**config.mk**
```make
export PLATFORM = sky130hd
export DESIGN_NAME = remote_frame_receiver_flat
export DESIGN_NICKNAME = d
export VERILOG_FILES = /design/src/rfr_pkg.sv /design/src/rfr_if.sv /design/src/rfr_lane.sv /design/src/remote_frame_receiver.sv /design/src/flat_wrapper.sv
export SDC_FILE = /design/constraint.sdc
export NUM_CORES = 1
export LEC_CHECK = 0
export BUFFER_PORTS_ARGS = -buffer_cell sky130_fd_sc_hd__clkbuf_2
export CELL_PAD_IN_SITES_DETAIL_PLACEMENT = 1
export CELL_PAD_IN_SITES_GLOBAL_PLACEMENT = 1
export CORE_ASPECT_RATIO = 0.8
export CORE_MARGIN = 2
export CORE_UTILIZATION = 51
export DETAILED_ROUTE_END_ITERATION = 6
export PLACE_DENSITY = 0.81
export SLEW_MARGIN = 15
export SYNTH_ARGS = -nofsm -noshare
export SYNTH_HDL_FRONTEND = slang
export SYNTH_HIERARCHICAL = 1
export SYNTH_SLANG_ARGS = --single-unit
```
**constraint.sdc**
```tcl
create_clock -name clk -period 8.5 [get_ports clk]
set_input_delay 1.275 -clock clk [delete_from_list [all_inputs] [get_ports clk]]
set_output_delay 1.275 -clock clk [all_outputs]
set_load 0.01 [all_outputs]
```
**src/rfr_pkg.sv**
```systemverilog
// rfr_pkg: shared types and constants of the remote frame receiver
// item payload structs, port mode codes, frame marker bytes, lane status struct
// no dependencies
package rfr_pkg;

	localparam int PORT_W    = 2;
	localparam int BYTE_W    = 8;
	localparam int MODE_W    = 2;
	localparam int POS_W     = 3;
	localparam int PAYLOAD_W = 3 * BYTE_W;

	// number of mode registers, one each for ports 0 to 2
	localparam int MODE_REGS = 3;

	// register indexes on the configuration channel
	localparam logic [PORT_W-1:0] REG_FIRST_MODE  = 2'd0;
	localparam logic [PORT_W-1:0] REG_SECOND_MODE = 2'd1;
	localparam logic [PORT_W-1:0] REG_THIRD_MODE  = 2'd2;

	// frame markers
	localparam logic [BYTE_W-1:0] FRAME_HEAD0 = 8'h0A;
	localparam logic [BYTE_W-1:0] FRAME_HEAD1 = 8'h03;
	localparam logic [BYTE_W-1:0] FRAME_HEAD2 = 8'hFC;
	localparam logic [BYTE_W-1:0] FRAME_TAIL  = 8'h0D;

	// frame positions: bytes of the frame matched so far
	localparam logic [POS_W-1:0] POS_HUNT  = 3'd0;
	localparam logic [POS_W-1:0] POS_HEAD1 = 3'd1;
	localparam logic [POS_W-1:0] POS_HEAD2 = 3'd2;
	localparam logic [POS_W-1:0] POS_PAY0  = 3'd3;
	localparam logic [POS_W-1:0] POS_PAY1  = 3'd4;
	localparam logic [POS_W-1:0] POS_PAY2  = 3'd5;
	localparam logic [POS_W-1:0] POS_TAIL  = 3'd6;

	// port modes; code 3 behaves as off
	typedef enum logic [MODE_W-1:0] {
		MODE_OFF   = 2'd0,
		MODE_RAW   = 2'd1,
		MODE_FRAME = 2'd2
	} mode_t;

	// result kinds
	localparam logic KIND_RAW   = 1'b0;
	localparam logic KIND_FRAME = 1'b1;

	typedef struct packed {
		logic [PORT_W-1:0] port_number;
		logic [BYTE_W-1:0] rx_byte;
	} in_item_t;

	typedef struct packed {
		logic [PORT_W-1:0] out_port;
		logic              out_kind;
		logic [BYTE_W-1:0] data_first;
		logic [BYTE_W-1:0] data_second;
		logic [BYTE_W-1:0] data_third;
	} out_item_t;

	// status of one port lane for the item in flight
	typedef struct packed {
		logic                 done;
		logic [PAYLOAD_W-1:0] payload;
	} lane_res_t;

endpackage

```
**src/rfr_if.sv**
```systemverilog
// rfr_if: valid/ready channel interfaces of the remote frame receiver
// input byte channel, result channel and configuration write channel
// depends on rfr_pkg
interface rfr_in_if;
	import rfr_pkg::*;
	logic     valid;
	logic     ready;
	in_item_t item;
	modport source(output valid, output item, input ready);
	modport sink(input valid, input item, output ready);
endinterface

interface rfr_out_if;
	import rfr_pkg::*;
	logic      valid;
	logic      ready;
	out_item_t item;
	modport source(output valid, output item, input ready);
	modport sink(input valid, input item, output ready);
endinterface

interface rfr_cfg_if;
	import rfr_pkg::*;
	logic              valid;
	logic              ready;
	logic [PORT_W-1:0] index;
	logic [MODE_W-1:0] data;
	modport source(output valid, output index, output data, input ready);
	modport sink(input valid, input index, input data, output ready);
endinterface

```
**src/rfr_lane.sv**
```systemverilog
// rfr_lane: frame hunt state of one serial port
// frame position counter and payload shift register, updated once per hit
// depends on rfr_pkg
module rfr_lane (
	input  logic                      clk,
	input  logic                      arst_n,
	input  logic                      hit,
	input  logic [rfr_pkg::BYTE_W-1:0] rx_byte,
	output rfr_pkg::lane_res_t         res
);
	import rfr_pkg::*;

	logic [POS_W-1:0]     pos_q, pos_d;
	logic [PAYLOAD_W-1:0] hold_q, hold_d;

	always_comb begin
		pos_d  = pos_q;
		hold_d = hold_q;
		case (pos_q) inside
			POS_HEAD1: begin
				if (rx_byte == FRAME_HEAD1) begin
					pos_d = POS_HEAD2;
				end else begin
					pos_d  = POS_HUNT;
					hold_d = '0;
				end
			end
			POS_HEAD2: begin
				if (rx_byte == FRAME_HEAD2) begin
					pos_d = POS_PAY0;
				end else begin
					pos_d  = POS_HUNT;
					hold_d = '0;
				end
			end
			POS_PAY0, POS_PAY1, POS_PAY2: begin
				hold_d = {hold_q[PAYLOAD_W-BYTE_W-1:0], rx_byte};
				pos_d  = pos_q + POS_W'(1);
			end
			POS_TAIL: begin
				// frame ends here whether or not the trailer matches
				pos_d  = POS_HUNT;
				hold_d = '0;
			end
			default: begin
				// hunting, also the unreachable position 7
				hold_d = '0;
				pos_d  = (rx_byte == FRAME_HEAD0) ? POS_HEAD1 : POS_HUNT;
			end
		endcase
	end

	always_ff @(posedge clk or negedge arst_n) begin
		if (!arst_n) begin
			pos_q  <= POS_HUNT;
			hold_q <= '0;
		end else if (hit) begin
			pos_q  <= pos_d;
			hold_q <= hold_d;
		end
	end

	assign res.done    = hit && (pos_q == POS_TAIL) && (rx_byte == FRAME_TAIL);
	assign res.payload = hold_q;

endmodule

```
**src/remote_frame_receiver.sv**
```systemverilog
// remote_frame_receiver: top level of the remote frame receiver
// input register, per-port mode decode and frame lanes, result register
// depends on rfr_pkg, rfr_if (rfr_in_if, rfr_out_if, rfr_cfg_if), rfr_lane
//
//  channel  direction  handshake     payload
//  rx_in    sink       valid/ready   port_number, rx_byte
//  res_out  source     valid/ready   out_port, out_kind, data_first..data_third
//  cfg      sink       valid/ready   index (mode register), data (mode code)
//
// one item per cycle while the result side is not stalled: an accepted item sits in the
// input register, the mode decode and the port's frame lane settle it, and any result
// lands in the result register when the input register advances
// frame state is read and written in the input-register stage, so consecutive
// bytes of one port see each other's updates with no bubble
// arst_n clears modes, frame state and both valid flags; cfg is always ready
// a stalled result holds the input register, and rx_in stalls only behind it
module remote_frame_receiver #(
	parameter int PORT_COUNT = 3
) (
	input  logic     clk,
	input  logic     arst_n,
	rfr_in_if.sink   rx_in,
	rfr_out_if.source res_out,
	rfr_cfg_if.sink  cfg
);
	import rfr_pkg::*;

	// ports that have both a mode register and frame state
	localparam int LANES = (PORT_COUNT < MODE_REGS) ? PORT_COUNT : MODE_REGS;

	// configuration registers
	mode_t mode_q [MODE_REGS];

	// input register stage
	logic     valid_s1;
	in_item_t item_s1;

	// result register stage
	logic      res_valid_s2;
	out_item_t res_s2;

	logic      res_free;
	logic      in_ready;
	logic      adv;
	logic      port_ok;
	mode_t     cur_mode;
	logic      res_hit;
	out_item_t res_d;
	logic      frame_done;
	logic [PAYLOAD_W-1:0] frame_payload;

	lane_res_t lane_res [LANES];

	// mode registers; writes beyond the list are dropped
	assign cfg.ready = 1'b1;

	always_ff @(posedge clk or negedge arst_n) begin
		if (!arst_n) begin
			for (int i = 0; i < MODE_REGS; i++) begin
				mode_q[i] <= MODE_OFF;
			end
		end else if (cfg.valid) begin
			for (int i = 0; i < MODE_REGS; i++) begin
				if (cfg.index == PORT_W'(i)) begin
					mode_q[i] <= mode_t'(cfg.data);
				end
			end
		end
	end

	// handshake: input register moves whenever the result register can take
	assign res_free = !res_valid_s2 || res_out.ready;
	assign in_ready = !valid_s1 || res_free;
	assign adv      = valid_s1 && res_free;
	assign rx_in.ready = in_ready;

	always_ff @(posedge clk or negedge arst_n) begin
		if (!arst_n) begin
			valid_s1 <= 1'b0;
		end else if (in_ready) begin
			valid_s1 <= rx_in.valid;
		end
	end

	always_ff @(posedge clk) begin
		if (in_ready && rx_in.valid) begin
			item_s1 <= rx_in.item;
		end
	end

	// mode of the item's port; ports without a register or lane count as off
	always_comb begin
		port_ok  = (int'(item_s1.port_number) < LANES);
		cur_mode = MODE_OFF;
		for (int i = 0; i < LANES; i++) begin
			if (item_s1.port_number == PORT_W'(i)) begin
				cur_mode = mode_q[i];
			end
		end
	end

	// one lane per port keeps that port's frame hunt
	for (genvar g = 0; g < LANES; g++) begin : g_lane
		logic lane_hit;
		assign lane_hit = adv && port_ok && (item_s1.port_number == PORT_W'(g))
			&& (mode_q[g] == MODE_FRAME);
		rfr_lane u_lane (
			.clk    (clk),
			.arst_n (arst_n),
			.hit    (lane_hit),
			.rx_byte(item_s1.rx_byte),
			.res    (lane_res[g])
		);
	end

	// only the addressed lane can report a finished frame
	always_comb begin
		frame_done    = 1'b0;
		frame_payload = '0;
		for (int i = 0; i < LANES; i++) begin
			frame_done    = frame_done | lane_res[i].done;
			frame_payload = frame_payload | (lane_res[i].done ? lane_res[i].payload : '0);
		end
	end

	// result for the item in the input register
	always_comb begin
		res_d.out_port    = item_s1.port_number;
		res_d.out_kind    = KIND_RAW;
		res_d.data_first  = item_s1.rx_byte;
		res_d.data_second = '0;
		res_d.data_third  = '0;
		res_hit           = 1'b0;
		case (cur_mode)
			MODE_RAW: begin
				res_hit = port_ok;
			end
			MODE_FRAME: begin
				res_hit           = frame_done;
				res_d.out_kind    = KIND_FRAME;
				res_d.data_first  = frame_payload[PAYLOAD_W-1 -: BYTE_W];
				res_d.data_second = frame_payload[2*BYTE_W-1 -: BYTE_W];
				res_d.data_third  = frame_payload[BYTE_W-1:0];
			end
			default: begin
				res_hit = 1'b0;
			end
		endcase
	end

	// result register
	always_ff @(posedge clk or negedge arst_n) begin
		if (!arst_n) begin
			res_valid_s2 <= 1'b0;
		end else if (res_free) begin
			res_valid_s2 <= adv && res_hit;
		end
	end

	always_ff @(posedge clk) begin
		if (adv && res_hit) begin
			res_s2 <= res_d;
		end
	end

	assign res_out.valid = res_valid_s2;
	assign res_out.item  = res_s2;

endmodule

```
**src/flat_wrapper.sv**
```systemverilog
// flat-port wrapper written by rule: the top's interface ports become plain ports
module remote_frame_receiver_flat import rfr_pkg::*;
#(
	parameter int PORT_COUNT = 3
)
  (clk, arst_n, rx_in_valid, rx_in_item, rx_in_ready, res_out_valid, res_out_item, res_out_ready, cfg_valid, cfg_index, cfg_data, cfg_ready);
  rfr_in_if rx_in_i ();
  rfr_out_if res_out_i ();
  rfr_cfg_if cfg_i ();
  input  logic clk;
  input  logic arst_n;
  input wire logic [$bits(rx_in_i.valid)-1:0] rx_in_valid;
  input wire logic [$bits(rx_in_i.item)-1:0] rx_in_item;
  output wire logic [$bits(rx_in_i.ready)-1:0] rx_in_ready;
  output wire logic [$bits(res_out_i.valid)-1:0] res_out_valid;
  output wire logic [$bits(res_out_i.item)-1:0] res_out_item;
  input wire logic [$bits(res_out_i.ready)-1:0] res_out_ready;
  input wire logic [$bits(cfg_i.valid)-1:0] cfg_valid;
  input wire logic [$bits(cfg_i.index)-1:0] cfg_index;
  input wire logic [$bits(cfg_i.data)-1:0] cfg_data;
  output wire logic [$bits(cfg_i.ready)-1:0] cfg_ready;
  assign rx_in_i.valid = rx_in_valid;
  assign rx_in_i.item = rx_in_item;
  assign rx_in_ready = rx_in_i.ready;
  assign res_out_valid = res_out_i.valid;
  assign res_out_item = res_out_i.item;
  assign res_out_i.ready = res_out_ready;
  assign cfg_i.valid = cfg_valid;
  assign cfg_i.index = cfg_index;
  assign cfg_i.data = cfg_data;
  assign cfg_ready = cfg_i.ready;
  remote_frame_receiver #(.PORT_COUNT(PORT_COUNT)) u_core (.clk(clk), .arst_n(arst_n), .rx_in(rx_in_i), .res_out(res_out_i), .cfg(cfg_i));
endmodule
```
## Word level (Yosys, flattened, before mapping)

Cells that the tools add are included.

- Flip-flop bits (word level): 126
- Bits of input ports: 19
- Output and inout port bits: 30
- Logic and storage cells: 128

- $add $sub $neg: 3
- $lt $le $gt $ge: 1
- Equal/unequal tests: 37
- Muxes and demuxes: 34
- Bitwise operators: 4
- Reductions and logical operators: 31

Operator list:

| kind | number |
|---|---|
| 24-bit two-way mux | 14 |
| 24-bit OR | 2 |
| 3-bit two-way mux | 11 |
| 3-bit == test, second input constant | 9 |
| 25-bit two-way mux | 1 |
| 3-bit by 2-bit == test with 1-bit output, second input constant | 6 |
| 8-bit by 4-bit == test with 1-bit output, second input constant | 2 |
| 1-bit logical AND | 16 |
| 2-bit == test, second input constant | 6 |
| 2-bit two-way mux | 5 |
| 3-bit by 1-bit adder with 3-bit output, second input constant | 3 |
| 3-bit by 1-bit == test with 1-bit output, second input constant | 3 |
| 3-bit != test, second input constant | 3 |
| 3-bit AND reduction | 3 |
| 3-bit OR reduction | 3 |
| 8-bit by 2-bit == test with 1-bit output, second input constant | 1 |
| 8-bit == test, second input constant | 1 |
| 2-bit by 1-bit == test with 1-bit output, second input constant | 3 |
| 2-bit != test, second input constant | 3 |
| 2-bit AND reduction | 3 |
| 2-bit logical NOT | 2 |
| 1-bit logical NOT | 2 |
| 1-bit logical OR | 2 |
| 2-bit less-than comparator, second input constant | 1 |
| 3 further kinds | 5 |

## Depth between registers and ports, before layout

- Depth after elaboration: 12
- Mapped depth: 9

## By module

Netlist, hierarchy kept.

Modules (own cells, without submodules):

| module | instances | cells an instance | area an instance (um^2) | sequential area each (um^2) |
|---|---|---|---|---|
| rfr_lane | 3 | 146 | 1365.1 | 675.6 |
| remote_frame_receiver | 1 | 156 | 2165.8 | 1311.3 |

## Worst setup path after synthesis

No wires, ideal clock.

- Path kind: input to register
- From: input port res_out_ready
- To: register u_core.res_s2 (netlist bit u_core/res_out.item[0]), enable pin
- Arrival time: 4.556 ns
- Required time: 8.064 ns
- Slack: 3.508 ns
- Stages on the path: 7
- Buffers on the path: 1
- Path through: nor2b_1 nor4_1 nand2_1 nor3_1 buf_6 o31ai_1 a2111oi_2

RTL lines:

| item | line | text |
|---|---|---|
| from (decl) | flat_wrapper.sv:17 | `input wire logic [$bits(res_out_i.ready)-1:0] res_out_ready;` |
| to (signal assigned) | remote_frame_receiver.sv:162 | `res_s2 <= res_d;` |
| to (decl) | remote_frame_receiver.sv:40 | `out_item_t res_s2;` |

==> results.cfg <==
[die]
core_um2 = 12070
die_h_um = 103.1
start_util = 0.5187
num_rows = 36
pin_count = 49
die_w_um = 127.9
die-area_um2 = 13180

[sta]
relSlewSlack = 0.2677
setup_slack_ns = 4.247
fin_skew_ns = 0.008999
fin_crit_ns = 4.253
tightest_slew_ns = 1.098
setup_violations = 0
finalCritPeriodShare = 0.5003
max_freq_mhz = 235.1
drv_slew = 0
fin_tns_setup_ns = 0
rsz0062_at_grt = no
hold_violations = 0

[placed_design]
dp_hpwl_um = 11510
place.gp.congestion = 0.8978
numPortBuffers = 47
pre_cts_slack_ns = 3.735

[yosys]
syn_inst = 594
syn_nets = 627
ys_ff_latch = 126
synthFlopType = dfrtp_1
synth-edff-count = 37
yosys.area_share.adder = 0.02798
avgSynthCellArea_um2 = 10.54
synthDistinctLibCells = 45
yosys_warnings = 6
ys_async_sr_fraction = 0.7063
synth_area_leader_cell = dfrtp_1
synth_mux_area_frac = 0.01878
synth_compound_area_frac = 0.1633
syn_area_um2 = 6261
synth_xor_area_frac = 0
synth_top_family_by_area = simple AND/OR/NAND/NOR gates
synthTopCellsByArea = dfrtp_1, edfxtp_1, nand3_1
synth_top_area_share = 0.3557
synth-simple-area-share = 0.1978
synth-seq-area-share = 0.5332

[worst_setup_path]
max_stage_delay_ns = 0.90
cp_cell_sequence = clkbuf_2, nor2b_1, nor4_2, nand2_1, nor3_2, buf_4, o31ai_1, a2111oi_4, buf_4
path_common_cell = buf_4
rr_endpoint = u_core/res_out.item[0]$_SDFFCE_PP0P_
start_kind = input port
arrival_ns = 4.36
path_max_fanout = 26
timing.rr.start = u_core/item_s1[8]$_DFFE_PP_
cp-end-kind = flip-flop
cp_slowest_cell = a2111oi_4
r2r_cells = 8
critical_path_class = in -> reg
critical-path-top-delay-family = simple AND/OR/NAND/NOR gates
r2r_slack_ns = 4.42
required_ns = 8.61
path_buf_inv = 3

[detailed_routing]
finalWirelength_um = 18530
ant_nets = 0
vias_per_cell = 6.311
firstDrtPassIters = 7
wire_per_inst_um = 23.39
drc = 3
vias = 4998
first_iter_violations = 592

[clock_network]
cts_tree = yes
clock-sinks = 126
worstSkewPairLatency_ns = 0.42
max-clock-path-buffers = 2
htree_levels = 4
cts_setup_buffers = 0
cts.repair.resized = 0
cts_root_buf = clkbuf_16
cts_buffers = 17
clk_pin_slew_ns = 0.06
holdBufCountCts = 0

[final_layout]
syn2layout_area_growth_pct = 14.27
mostFrequentLayoutCell = dfrtp_1
fin_nets = 659
drive_gt1_frac = 0.1847
final_cell_mix = dfrtp_1, nand2_1, nand3_1, o21ai_0, clkbuf_2

[global_routing]
grt_max_degree = 72
grt_pass1_vias = 5076
grt-ovfl-total = 0
antenna_found_initial = 0
grt_pass1_wl_um = 28860
grtUsageTotal = 0.2962

[min_path]
min_path_type = reg -> reg
hold_start = u_core/g_lane[1].u_lane/hold_q[16]$_DFFE_PN0P_
min_to = u_core/g_lane[1].u_lane/hold_q[16]$_DFFE_PN0P_
hold_depth = 2

[flow_run]
drv_cap = 0

[power_and_ir_drop]
swShare = 0.3405
power_frac_clock = 0.370
report.power.total_mw = 2.156
power_frac_seq = 0.404
powerDensity_nw_per_um2 = 301.4
switching_power_mw = 0.7342
leakage_nw = 2.786
ir_drop_mv = 0.1931
comb_power_share = 0.227
internal-power_mw = 1.422

[run_status]
run_status = finished with violations
violations = design-rule violations
## power by group through the flow
stage	Combinational [mW]	Clock (mW)	Sequential, mW
3_3_place_gp	0.449	0	0.858
3_5_place_dp	0.482	0	0.869
6_report	0.489	0.797	0.870
4_1_cts	0.489	0.808	0.864
5_1_grt	0.544	0.831	0.881
2_1_floorplan	0.374	0	0.804
## logic make-up after synthesis
logic type      Yosys count
flops                   126
compound gates          142
other cells               1
simple gates            238
buf+inv                  62
mux                      11
fa+ha+maj                14
## state kept, by name, indices dropped and copies added, names as in the netlist
signal	cells
u_core/g_lane.u_lane/hold_q	72
u_core/item_s1	10
u_core/valid_s1	1
u_core/res_out.valid	1
u_core/res_out.item	27
u_core/g_lane.u_lane/pos_q	9
u_core/mode_q	6
## synth_stat cells, types with 4 or more instances
cell type,number
nor4_1,4
clkbuf_2,7
buf_2,24
ha_1,14
nand2b_1,9
inv_1,16
buf_6,10
nor2b_1,20
mux2i_1,5
a21oi_1,11
nand3_1,72
mux2_2,6
nor3_1,8
o21ai_1,27
nor4_2,4
edfxtp_1,37
a222oi_1,24
nand3b_1,10
nor2_1,17
o21ai_0,56
nand2_1,78
dfrtp_1,89
## per-stage QoR
stage | hold WS, ns | utilization | cells | instance area, µm²
3_5_place_dp | 0.5017 | 0.5386 | 759 | 6501
5_1_grt | 0.5553 | 0.5925 | 791 | 7152
2_1_floorplan | 0.4206 | - | 594 | 6261
6_report | 0.5146 | 0.5927 | 792 | 7154
4_1_cts | 0.5142 | 0.5920 | 791 | 7147
3_3_place_gp | 0.4825 | 0.5386 | 759 | 6501
## cell type report
cell class,instances,area (µm²)
Antenna cell,1,2.502
Clock buffer,17,425.4
Clock inverter,15,220.2
Fill cell,1327,4917
Inverter,16,60.06
Multi-Input combinational cell,406,2590
Sequential cell,126,3338
Tap cell,152,190.2
Timing Repair Buffer,59,327.8
## how the worst max path moves through the flow
stage / start / endpoint / slack (ns) / cells after the start
5_1_grt: res_out_ready / u_core/res_out.item[17]$_DFFE_PP_ / 4.08 / 9
3_3_place_gp: res_out_ready / u_core/res_out.item[3]$_SDFFCE_PP0P_ / 3.98 / 9
6_report: res_out_ready / u_core/res_out.item[0]$_SDFFCE_PP0P_ / 4.25 / 9
3_5_place_dp: res_out_ready / u_core/res_out.item[5]$_SDFFCE_PP0P_ / 3.74 / 9
2_1_floorplan: res_out_ready / u_core/res_out.item[0]$_SDFFCE_PP0P_ / 3.51 / 7
4_1_cts: res_out_ready / u_core/res_out.item[0]$_SDFFCE_PP0P_ / 4.13 / 9
## metal layers
metal  part of all wire  global-route usage  vias to the layer above
li1                   -                   -                     2243
met1               0.44              0.4043                     2535
met2               0.47              0.4632                      198
met3              0.081             0.08511                       22
met4              0.012             0.09383                        0
met5                  0                   0                        -
## tightest hold or removal path, delay by kind of cell (launching register included)
| family | cells | cell delay [ns] |
|---|---|---|
| AND/OR/NAND/NOR | 1 | 0.07 |
| flip-flops | 1 | 0.35 |
| AO/OA/AOI/OAI | 1 | 0.07 |
(Power assumes the default switching activity.)
